[src/hdl/i2c_master_pin_sequencer_unit_defines.svh]
// assertion macros for the i2c master pin sequencer
// no dependencies; included by the top level only
`ifndef I2C_MASTER_PIN_SEQUENCER_UNIT_DEFINES_SVH
`define I2C_MASTER_PIN_SEQUENCER_UNIT_DEFINES_SVH

// same-cycle implication, checked outside reset
`define I2CMS_ASSERT_NOW(label, ante, cons, msg) \
    label: assert property (@(posedge aclk) disable iff (!aresetn) (ante) |-> (cons)) \
        else $error(msg);

// next-cycle implication, checked outside reset
`define I2CMS_ASSERT_NEXT(label, ante, cons, msg) \
    label: assert property (@(posedge aclk) disable iff (!aresetn) (ante) |=> (cons)) \
        else $error(msg);

`endif

[src/hdl/i2cms_pkg.sv]
// types and constants of the i2c master pin sequencer
// no dependencies; imported by the step logic and the top level
package i2cms_pkg;

    // command codes
    localparam logic [1:0] CMD_TICK  = 2'd0;
    localparam logic [1:0] CMD_WRITE = 2'd1;
    localparam logic [1:0] CMD_READ  = 2'd2;

    localparam logic [7:0] ACK_TRIES_RESET = 8'd10;

    // sequencer step codes
    localparam int STEP_W = 5;
    localparam logic [STEP_W-1:0] S_IDLE       = 5'd0;
    localparam logic [STEP_W-1:0] S_ST_SDA_HI  = 5'd1;
    localparam logic [STEP_W-1:0] S_ST_SCL_HI  = 5'd2;
    localparam logic [STEP_W-1:0] S_ST_SDA_LO  = 5'd3;
    localparam logic [STEP_W-1:0] S_ST_SCL_LO  = 5'd4;
    localparam logic [STEP_W-1:0] S_ST_SDA_RET = 5'd5;
    localparam logic [STEP_W-1:0] S_PB_BIT     = 5'd6;
    localparam logic [STEP_W-1:0] S_PB_SCL_HI  = 5'd7;
    localparam logic [STEP_W-1:0] S_PB_EARLY   = 5'd8;
    localparam logic [STEP_W-1:0] S_PB_SCL_LO  = 5'd9;
    localparam logic [STEP_W-1:0] S_PB_RELEASE = 5'd10;
    localparam logic [STEP_W-1:0] S_GA_SCL_HI  = 5'd11;
    localparam logic [STEP_W-1:0] S_GA_POLL    = 5'd12;
    localparam logic [STEP_W-1:0] S_GA_LO_OK   = 5'd13;
    localparam logic [STEP_W-1:0] S_GA_LO_FAIL = 5'd14;
    localparam logic [STEP_W-1:0] S_GB_RELEASE = 5'd15;
    localparam logic [STEP_W-1:0] S_GB_SCL_HI  = 5'd16;
    localparam logic [STEP_W-1:0] S_GB_READ    = 5'd17;
    localparam logic [STEP_W-1:0] S_GB_SCL_LO  = 5'd18;
    localparam logic [STEP_W-1:0] S_AK_SDA     = 5'd19;
    localparam logic [STEP_W-1:0] S_AK_SCL_HI  = 5'd20;
    localparam logic [STEP_W-1:0] S_AK_SCL_LO  = 5'd21;
    localparam logic [STEP_W-1:0] S_AK_SDA_HI  = 5'd22;
    localparam logic [STEP_W-1:0] S_W_CLAIM    = 5'd23;
    localparam logic [STEP_W-1:0] S_SP_SCL_LO  = 5'd24;
    localparam logic [STEP_W-1:0] S_SP_SDA_LO  = 5'd25;
    localparam logic [STEP_W-1:0] S_SP_REL_SCL = 5'd26;
    localparam logic [STEP_W-1:0] S_SP_REL_SDA = 5'd27;
    localparam logic [STEP_W-1:0] S_PB_LOAD    = 5'd28;

    // sequencer state carried from one item to the next
    typedef struct packed {
        logic [STEP_W-1:0] step;
        logic              scl_drv;
        logic              scl_lvl;
        logic              sda_drv;
        logic              sda_lvl;
        logic [7:0]        shift;
        logic [2:0]        bit_idx;
        logic [7:0]        bytes_done;
        logic [7:0]        len;
        logic              read_mode;
        logic [7:0]        tries_left;
    } seq_state_t;

    // one result item
    typedef struct packed {
        logic       scl_drive;
        logic       scl_level;
        logic       sda_drive;
        logic       sda_level;
        logic       busy;
        logic       byte_taken;
        logic       rdata_valid;
        logic [7:0] rdata;
        logic       done;
        logic       status;
    } seq_result_t;

endpackage

[src/hdl/i2cms_step.sv]
// next-state and result logic for one tick of the i2c pin sequencer
// depends on i2cms_pkg
module i2cms_step
    import i2cms_pkg::*;
(
    input  seq_state_t  st_cur,
    input  logic [1:0]  cmd,
    input  logic [7:0]  address,
    input  logic [7:0]  length,
    input  logic [7:0]  wdata,
    input  logic        sda_sample,
    input  logic [7:0]  ack_tries,
    output seq_state_t  st_next,
    output seq_result_t res
);

    always_comb begin
        seq_state_t s;
        logic       taken;
        logic       rvalid;
        logic       done;
        logic       fail;
        logic [7:0] rbyte;

        s      = st_cur;
        taken  = 1'b0;
        rvalid = 1'b0;
        done   = 1'b0;
        fail   = 1'b0;
        rbyte  = 8'd0;

        // start of a transaction, ignored while busy
        if (s.step == S_IDLE && (cmd == CMD_WRITE || cmd == CMD_READ)) begin
            s.read_mode  = (cmd == CMD_READ);
            s.shift      = {address[7:1], (cmd == CMD_READ)};
            s.len        = length;
            s.bytes_done = 8'd0;
            s.bit_idx    = 3'd0;
            s.tries_left = 8'd0;
            s.step       = S_ST_SDA_HI;
        end

        // at most one pin action per tick
        unique case (s.step) inside
            S_ST_SDA_HI: begin
                s.sda_drv = 1'b1;
                s.sda_lvl = 1'b1;
                s.step    = S_ST_SCL_HI;
            end
            S_ST_SCL_HI: begin
                s.scl_drv = 1'b1;
                s.scl_lvl = 1'b1;
                s.step    = S_ST_SDA_LO;
            end
            S_ST_SDA_LO: begin
                s.sda_lvl = 1'b0;
                s.step    = S_ST_SCL_LO;
            end
            S_ST_SCL_LO: begin
                s.scl_lvl = 1'b0;
                s.step    = S_ST_SDA_RET;
            end
            S_ST_SDA_RET: begin
                s.sda_lvl = 1'b1;
                s.bit_idx = 3'd0;
                s.step    = S_PB_BIT;
            end
            S_PB_LOAD, S_PB_BIT: begin
                // fetch a fresh write byte first when loading
                if (s.step == S_PB_LOAD) begin
                    s.shift      = wdata;
                    taken        = 1'b1;
                    s.bytes_done = s.bytes_done + 8'd1;
                    s.bit_idx    = 3'd0;
                end
                s.sda_drv = 1'b1;
                s.sda_lvl = s.shift[7];
                s.shift   = {s.shift[6:0], 1'b0};
                s.step    = S_PB_SCL_HI;
            end
            S_PB_SCL_HI: begin
                s.scl_lvl = 1'b1;
                s.step    = (s.bit_idx == 3'd7 && s.sda_lvl) ? S_PB_EARLY : S_PB_SCL_LO;
            end
            S_PB_EARLY: begin
                s.sda_drv = 1'b0;
                s.step    = S_PB_SCL_LO;
            end
            S_PB_SCL_LO: begin
                s.scl_lvl = 1'b0;
                if (s.bit_idx == 3'd7) begin
                    s.bit_idx = 3'd0;
                    s.step    = S_PB_RELEASE;
                end else begin
                    s.bit_idx = s.bit_idx + 3'd1;
                    s.step    = S_PB_BIT;
                end
            end
            S_PB_RELEASE: begin
                s.sda_drv = 1'b0;
                s.step    = S_GA_SCL_HI;
            end
            S_GA_SCL_HI: begin
                s.scl_lvl    = 1'b1;
                s.tries_left = ack_tries;
                s.step       = (ack_tries == 8'd0) ? S_GA_LO_FAIL : S_GA_POLL;
            end
            S_GA_POLL: begin
                // poll sda until the slave pulls it low or tries run out
                if (!sda_sample) begin
                    s.step = S_GA_LO_OK;
                end else begin
                    s.tries_left = s.tries_left - 8'd1;
                    if (s.tries_left == 8'd0) begin
                        s.step = S_GA_LO_FAIL;
                    end
                end
            end
            S_GA_LO_FAIL: begin
                s.scl_lvl = 1'b0;
                done      = 1'b1;
                fail      = 1'b1;
                s.step    = S_IDLE;
            end
            S_GA_LO_OK: begin
                s.scl_lvl = 1'b0;
                if (s.read_mode) begin
                    s.step = (s.bytes_done < s.len) ? S_GB_RELEASE : S_SP_SCL_LO;
                end else begin
                    s.step = (s.bytes_done < s.len) ? S_PB_LOAD : S_W_CLAIM;
                end
            end
            S_GB_RELEASE: begin
                s.sda_drv = 1'b0;
                s.shift   = 8'd0;
                s.bit_idx = 3'd0;
                s.step    = S_GB_SCL_HI;
            end
            S_GB_SCL_HI: begin
                s.scl_lvl = 1'b1;
                s.step    = S_GB_READ;
            end
            S_GB_READ: begin
                s.shift = {s.shift[6:0], sda_sample};
                s.step  = S_GB_SCL_LO;
            end
            S_GB_SCL_LO: begin
                s.scl_lvl = 1'b0;
                if (s.bit_idx == 3'd7) begin
                    rvalid       = 1'b1;
                    rbyte        = s.shift;
                    s.bytes_done = s.bytes_done + 8'd1;
                    s.bit_idx    = 3'd0;
                    s.step       = S_AK_SDA;
                end else begin
                    s.bit_idx = s.bit_idx + 3'd1;
                    s.step    = S_GB_SCL_HI;
                end
            end
            S_AK_SDA: begin
                // ack all read bytes but the last, which gets nack
                s.sda_drv = 1'b1;
                s.sda_lvl = (s.bytes_done >= s.len);
                s.step    = S_AK_SCL_HI;
            end
            S_AK_SCL_HI: begin
                s.scl_lvl = 1'b1;
                s.step    = S_AK_SCL_LO;
            end
            S_AK_SCL_LO: begin
                s.scl_lvl = 1'b0;
                s.step    = (s.bytes_done < s.len) ? S_AK_SDA_HI : S_SP_SCL_LO;
            end
            S_AK_SDA_HI: begin
                s.sda_lvl = 1'b1;
                s.step    = S_GB_RELEASE;
            end
            S_W_CLAIM: begin
                s.sda_drv = 1'b1;
                s.sda_lvl = 1'b0;
                s.step    = S_SP_SCL_LO;
            end
            S_SP_SCL_LO: begin
                s.scl_lvl = 1'b0;
                s.step    = S_SP_SDA_LO;
            end
            S_SP_SDA_LO: begin
                s.sda_lvl = 1'b0;
                s.step    = S_SP_REL_SCL;
            end
            S_SP_REL_SCL: begin
                s.scl_drv = 1'b0;
                s.step    = S_SP_REL_SDA;
            end
            S_SP_REL_SDA: begin
                s.sda_drv = 1'b0;
                done      = 1'b1;
                s.step    = S_IDLE;
            end
            default: begin
                s.step = S_IDLE;
            end
        endcase

        st_next         = s;
        res.scl_drive   = s.scl_drv;
        res.scl_level   = s.scl_lvl;
        res.sda_drive   = s.sda_drv;
        res.sda_level   = s.sda_lvl;
        res.busy        = (s.step != S_IDLE);
        res.byte_taken  = taken;
        res.rdata_valid = rvalid;
        res.rdata       = rbyte;
        res.done        = done;
        res.status      = fail;
    end

endmodule

[src/hdl/i2c_master_pin_sequencer_unit.sv]
// I2C master pin sequencer, at most one pin action per item.
//
// Channels: s_* carries one tick item (command, address, length, write byte,
// sampled sda level); m_* returns one result item per tick with the pin
// drive/level state after the action and the transaction flags. cfg_* writes
// ack_tries, the number of sda samples taken while polling for acknowledge;
// write it only while no transaction is running.
// Path: an accepted item waits in the input register; its result is registered
// in the result register, and m_valid rises, once the result stage is free.
// Throughput: one item per cycle while m_ready is high; sequencer state and
// result register update in the same cycle, so consecutive items chain directly.
// Reset (aresetn low, synchronous): sequencer idle, both pins released with
// levels low, ack_tries back to 10, both stages empty.
// Stalls: while m_ready is low the result register holds; the input register
// still takes one more item, then s_ready drops until the result is taken.
// Depends on i2cms_pkg, i2cms_step and the defines header.
`include "i2c_master_pin_sequencer_unit_defines.svh"

module i2c_master_pin_sequencer_unit
    import i2cms_pkg::*;
(
    input  logic       aclk,
    input  logic       aresetn,
    // item input
    input  logic       s_valid,
    output logic       s_ready,
    input  logic [1:0] s_cmd,
    input  logic [7:0] s_address,
    input  logic [7:0] s_length,
    input  logic [7:0] s_wdata,
    input  logic       s_sda_sample,
    // result output
    output logic       m_valid,
    input  logic       m_ready,
    output logic       m_scl_drive,
    output logic       m_scl_level,
    output logic       m_sda_drive,
    output logic       m_sda_level,
    output logic       m_busy_res,
    output logic       m_byte_taken,
    output logic       m_rdata_valid,
    output logic [7:0] m_rdata,
    output logic       m_done_res,
    output logic       m_status,
    // configuration write
    input  logic       cfg_valid,
    output logic       cfg_ready,
    input  logic [7:0] cfg_wdata
);

    logic        in_vld_reg;
    logic [1:0]  cmd_reg;
    logic [7:0]  address_reg;
    logic [7:0]  length_reg;
    logic [7:0]  wdata_reg;
    logic        sda_reg;
    logic        out_vld_reg;
    seq_result_t res_reg;
    seq_result_t res_next;
    seq_state_t  st_reg;
    seq_state_t  st_next;
    logic [7:0]  ack_tries_reg;
    logic        out_free;
    logic        advance;

    // handshake control
    assign out_free  = !out_vld_reg || m_ready;
    assign advance   = in_vld_reg && out_free;
    assign s_ready   = !in_vld_reg || out_free;
    assign cfg_ready = 1'b1;

    // configuration register
    always_ff @(posedge aclk) begin
        if (!aresetn) begin
            ack_tries_reg <= ACK_TRIES_RESET;
        end else if (cfg_valid) begin
            ack_tries_reg <= cfg_wdata;
        end
    end

    // input stage
    always_ff @(posedge aclk) begin
        if (!aresetn) begin
            in_vld_reg <= 1'b0;
        end else if (s_ready) begin
            in_vld_reg <= s_valid;
        end
    end

    always_ff @(posedge aclk) begin
        if (s_valid && s_ready) begin
            cmd_reg     <= s_cmd;
            address_reg <= s_address;
            length_reg  <= s_length;
            wdata_reg   <= s_wdata;
            sda_reg     <= s_sda_sample;
        end
    end

    // tick logic
    i2cms_step u_step (
        .st_cur     (st_reg),
        .cmd        (cmd_reg),
        .address    (address_reg),
        .length     (length_reg),
        .wdata      (wdata_reg),
        .sda_sample (sda_reg),
        .ack_tries  (ack_tries_reg),
        .st_next    (st_next),
        .res        (res_next)
    );

    // sequencer state, updated once per processed item; all zero is the idle step
    always_ff @(posedge aclk) begin
        if (!aresetn) begin
            st_reg <= '0;
        end else if (advance) begin
            st_reg <= st_next;
        end
    end

    // result stage
    always_ff @(posedge aclk) begin
        if (!aresetn) begin
            out_vld_reg <= 1'b0;
        end else if (out_free) begin
            out_vld_reg <= in_vld_reg;
        end
    end

    always_ff @(posedge aclk) begin
        if (advance) begin
            res_reg <= res_next;
        end
    end

    assign m_valid       = out_vld_reg;
    assign m_scl_drive   = res_reg.scl_drive;
    assign m_scl_level   = res_reg.scl_level;
    assign m_sda_drive   = res_reg.sda_drive;
    assign m_sda_level   = res_reg.sda_level;
    assign m_busy_res    = res_reg.busy;
    assign m_byte_taken  = res_reg.byte_taken;
    assign m_rdata_valid = res_reg.rdata_valid;
    assign m_rdata       = res_reg.rdata;
    assign m_done_res    = res_reg.done;
    assign m_status      = res_reg.status;

    // checks
    `I2CMS_ASSERT_NOW(a_done_not_busy, m_valid && m_done_res, !m_busy_res,
        "transaction reported done while still busy")
    `I2CMS_ASSERT_NOW(a_status_with_done, m_valid && m_status, m_done_res,
        "failure status without done")
    `I2CMS_ASSERT_NOW(a_take_xor_read, m_valid, !(m_byte_taken && m_rdata_valid),
        "write byte taken and read byte delivered on one tick")
    `I2CMS_ASSERT_NEXT(a_stall_holds_item, in_vld_reg && !out_free, in_vld_reg,
        "buffered item dropped while result stage stalled")

endmodule
[config.mk]
export PLATFORM = sky130hd
export DESIGN_NAME = i2c_master_pin_sequencer_unit
export DESIGN_NICKNAME = d
export VERILOG_FILES = /design/src/hdl/i2cms_pkg.sv /design/src/hdl/i2cms_step.sv /design/src/hdl/i2c_master_pin_sequencer_unit.sv
export VERILOG_INCLUDE_DIRS = /design/src /design/src/hdl
export SDC_FILE = /design/constraint.sdc
export NUM_CORES = 1
export LEC_CHECK = 0
export ABC_AREA = 0
export BUFFER_PORTS_ARGS = -buffer_cell sky130_fd_sc_hd__clkbuf_2
export CORE_AREA = 2 2 106 108
export DETAILED_ROUTE_END_ITERATION = 8
export DIE_AREA = 0 0 108 110
export GPL_TIMING_DRIVEN = 0
export HOLD_SLACK_MARGIN = 0.1
export PLACE_DENSITY = 0.68
export SLEW_MARGIN = 20
export SYNTH_ARGS = -nofsm -noshare
export SYNTH_HDL_FRONTEND = slang
export SYNTH_SLANG_ARGS = --single-unit
export TNS_END_PERCENT = 5
[constraint.sdc]
create_clock -name aclk -period 4.6 [get_ports aclk]
set_input_delay 0.23 -clock aclk [delete_from_list [all_inputs] [get_ports aclk]]
set_output_delay 0.23 -clock aclk [all_outputs]
set_load 0.005 [all_outputs]
Word-level counts from Yosys, hierarchy flattened
Index checks and enable logic that the tools add are counted.

storage, ports and cells
  bits in registers = 99
  latch bits = 0
  RAM bits = 0
  ROM bits = 0
  output and inout port bits = 20
  memories = 0

cells by class
  $add $sub $neg = 3
  multipliers = 0
  divide/modulo/power cells = 0
  magnitude comparators = 2
  eq/ne operators = 31
  shifts and indexed selects = 0
  muxes and demuxes = 29
  bitwise logic cells = 0
  reduce and logical (&&, ||, !) cells = 24

operators with widths
  kind                 number
  $pmux 5 s25          1
  $eq 5x5->1 const B   13
  $eq 5x4->1 const B   8
  $mux 36              1
  $pmux 8 s2           2
  $mux 5               5
  $pmux 8 s3           1
  $eq 5x3->1 const B   4
  $mux 19              1
  $logic_not 8->1      2
  $mux 8               2
  $mux 4               3
  $eq 5x2->1 const B   2
  $reduce_or 5->1      2
  $pmux 3 s3           1
  $add 8x1->8 const B  1
  $ge 8x8->1           1
  $lt 8x8->1           1
  $reduce_or 2->1      4
  $sub 8x1->8 const B  1
  $reduce_or 7->1      1
  $pmux 1 s2           3
  $reduce_or 3->1      2
  $eq 5x1->1 const B   1
  15 further kinds     26

Longest topological paths before layout
  word-level depth = 10
  depth in mapped cells = 19

Hierarchy
A second synthesis with hierarchy kept.

second synthesis, totals
  cell total of the unflattened synthesis = 628
  area total of the unflattened synthesis = 5,810.6 µm²

modules (own cells, without submodules)
  module                         instances  cells an instance  area an instance (µm²)  seq. area each (µm²)
  i2c_master_pin_sequencer_unit  1          276                3,550.9                 2,422.3
  i2cms_step                     1          352                2,259.7                 0.0

Worst setup path after synthesis
OpenSTA, ideal clock, no wires.

  path kind = reg-to-reg
  start point = register cmd_reg[1]
  end point = register res_reg, in the netlist m_busy_res (data pin)
  arrival = 3.784 ns
  required time = 4.326 ns
  slack = 0.542 ns
  cell stages (with the launch flop) = 18
  buffers on the path = 2
  clock period less this slack = 4.058 ns
  path through = edfxtp_1 > ha_1 > or4_1 > buf_2 > buf_2 > and2_1 > ha_1 > nor2b_1 > o211ai_1 > a21oi_1 > or2_2 > ha_1 > nand2b_1 > o22ai_1 > a31o_2 > nor4_1 > o31a_1 > nand4_1

RTL lines
  item                    line                                  text
  from (decl)             i2c_master_pin_sequencer_unit.sv:52   logic [1:0] cmd_reg;
  from (signal assigned)  i2c_master_pin_sequencer_unit.sv:92   cmd_reg <= s_cmd;
  to (signal assigned)    i2c_master_pin_sequencer_unit.sv:133  res_reg <= res_next;
  to (decl)               i2c_master_pin_sequencer_unit.sv:58   seq_result_t res_reg;

==> metrics.cfg <==
[placement]
globalplace.congestion=0.937
place_hpwl_um=10500
preCtsSetupSlack_ps=-155
placed_cell_area_sq_um=5700
portBuffers=56

[cells_and_area]
nets=733
diodes=0
fin_util_pct=58.5
syn2layout_area_growth_pct=19.4
nFillCells=993
drive_above_1_share_pct=16.0
fin_area_sq_um=6260
multi_input_area_sq_um=2620
largest_reg_flops=45
seqCellArea_sq_um=2390

[timing]
tns_ps=0
period_share_pct=94.6
rsz0062_at_grt=no
worstMarginPinSlew_ps=871
skew_ps=9.83
min_period_ps=4350
max_freq_mhz=230
maxSlewViolCount=0
relSlewSlack_pct=41.3
final-setup-viol-count=0
hold_viol_final=0
layout_setup_ws_ps=249

[logic_synthesis]
synth_edf_count=43
synth_area_sq_um=5240
syn_nets=632
ys_warn_count=0
synthCells=575
synth_top_area_share_pct=24.6
synth_area_per_cell_sq_um=9.12
synthArstFlopShare_pct=0
synthTopCellsByArea=edfxtp_1 25%, dfxtp_1 21%, mux2i_1 5.3%
yosys_most_used_dff=dfxtp_1
ys_ff_latch=98
synth_common_cells=62 x nand2_1, 55 x a21oi_1, 55 x dfxtp_1
seq_area_frac_synth_pct=45.6
yosysTopAreaCell=edfxtp_1
yosysMostFrequentCell=nand2_1
yosysUniqueCellTypes=65

[floorplanning]
die-area_sq_um=11900
core_area_sq_um=10700
die_w_um=108
std_cell_rows=38
die_h_um=110
start_util_pct=49.0
pin_count=60

[global_route]
grt_max_degree=27
antenna_found_initial=0
gr-usage-all-layers_pct=26.1
grt_pass1_wl_um=23600
grt_pass1_vias=4660
grt_overflow=0

[worst_setup_path]
path_class=reg2reg
arrival_ps=4450
crit_required_ps=4700
crit_path_end_kind=flop
cp-start-kind=flop
cp_max_fo=19

[run]
max_cap_viol_count=0

[clock_tree]
htreeDepth=3
clock_latency_ps=380
path_clk_slew_ps=100
cts_sinks=98
cts_tree=built
numCtsBuffers=9
clockRootBuffer=clkbuf_8
cts_buffer_depth=2

[pwr]
powerDensity_nw_per_um2=304
power.leakage_nw=2.37
vdd_drop_max_uv=240
power_mw=1.90

[detailed_routing]
wirelength_um=14900
vias=4746
post_drt_wl_per_cell_um=18.2
drtIter0Drc=324
viasPerCell=5.78
final_antenna_net_count=0
first_pass_iters=5
drc=0

[outcome]
status=complete, no violations

[min_path]
min_path_type=in2reg

==> cell type report <==
cell class | instances | share of cell area, %
buffer | 40 | 3.18
inverter | 15 | 0.899
clock buffer | 10 | 2.20
timing repair buffer | 92 | 10.2
sequential | 98 | 38.2
clock inverter | 6 | 0.739
tap | 140 | 2.80
multi-input combinational | 420 | 41.8
==> metal layers <==
layer	up-vias	part of all wire (%)	global-route usage, %
met5	-	0	0
met4	0	2.4	11.7
met3	30	4.9	3.41
li1	2303	-	-
met1	2261	44	34.3
met2	152	49	43.3
==> worst paths after layout <==
check	start	endpoint	slack (ps)	cells past startpoint
setup reg to reg	st_reg[43]	m_busy_res	250	17
hold / removal	cfg_wdata[2]	ack_tries_reg[2]	120	3
setup / recovery	st_reg[43]	m_busy_res	250	17
hold reg to reg	st_reg[34]	st_reg[34]	460	2
==> cell families after synthesis <==
family,after synthesis,synth area share [%]
and+or+nand+nor,195,18.6
AOI/OAI and AO/OA,172,20.1
buffers and inverters,57,4.92
muxes,30,5.78
adders and majority gates,17,4.06
DFF,98,45.6
other,1,0.0715
xor gates and xnor gates,5,0.835
==> worst max-delay path: stages (launching register included) <==
cell and delay (ps):
dfxtp_1 300, buf_2 170, or3_4 360, or4_1 420, buf_6 180, and2_1 190, ha_1 290, nor2b_1 130
o211ai_1 200, a21oi_1 120, or2_2 330, ha_1 300, nand2b_1 100, o22ai_1 70, a31o_2 290, nor4_2 190
o31a_1 260, nand4_1 150
==> timing repair <==
action,in CTS,in global routing
setup endpoints to repair,2,1
setup buffers,2,0
hold endpoints to repair,34,0
hold buffers,34,0
gates resized for setup,3,5
pin swaps,1,2
==> stage by stage <==
stage / std cells / hold slack [ps]
2_1_floorplan: 575 / 329
3_3_place_gp: 771 / 407
3_5_place_dp: 771 / 409
4_1_cts: 822 / 114
5_1_grt: 821 / 147
6_report: 821 / 115
==> report_power, final <==
group,internal (mW),leakage (nW),switching (mW)
Combinational,0.156,1.41,0.227
Sequential,0.952,0.863,0.0228
Clock,0.218,0.0966,0.325
Total,1.33,2.37,0.576
==> layout by cell type, fill, tap and decap left out, drive strengths merged, types with 4 or more instances in the layout <==
cell type,count
dlygate4sd3,34
or3,4
ha,17
and3,5
buf,23
a211oi,14
dfxtp,55
nand2,62
edfxtp,43
nand3,7
nor3,11
o211ai,5
nor2b,7
nor4,6
and2,15
a31oi,8
or2,4
a22o,4
mux2i,28
clkbuf,85
nor2,48
a22oi,9
nand4,5
nand2b,9
o21ai,51
inv,18
a21oi,56
(Power assumes the default switching activity.)
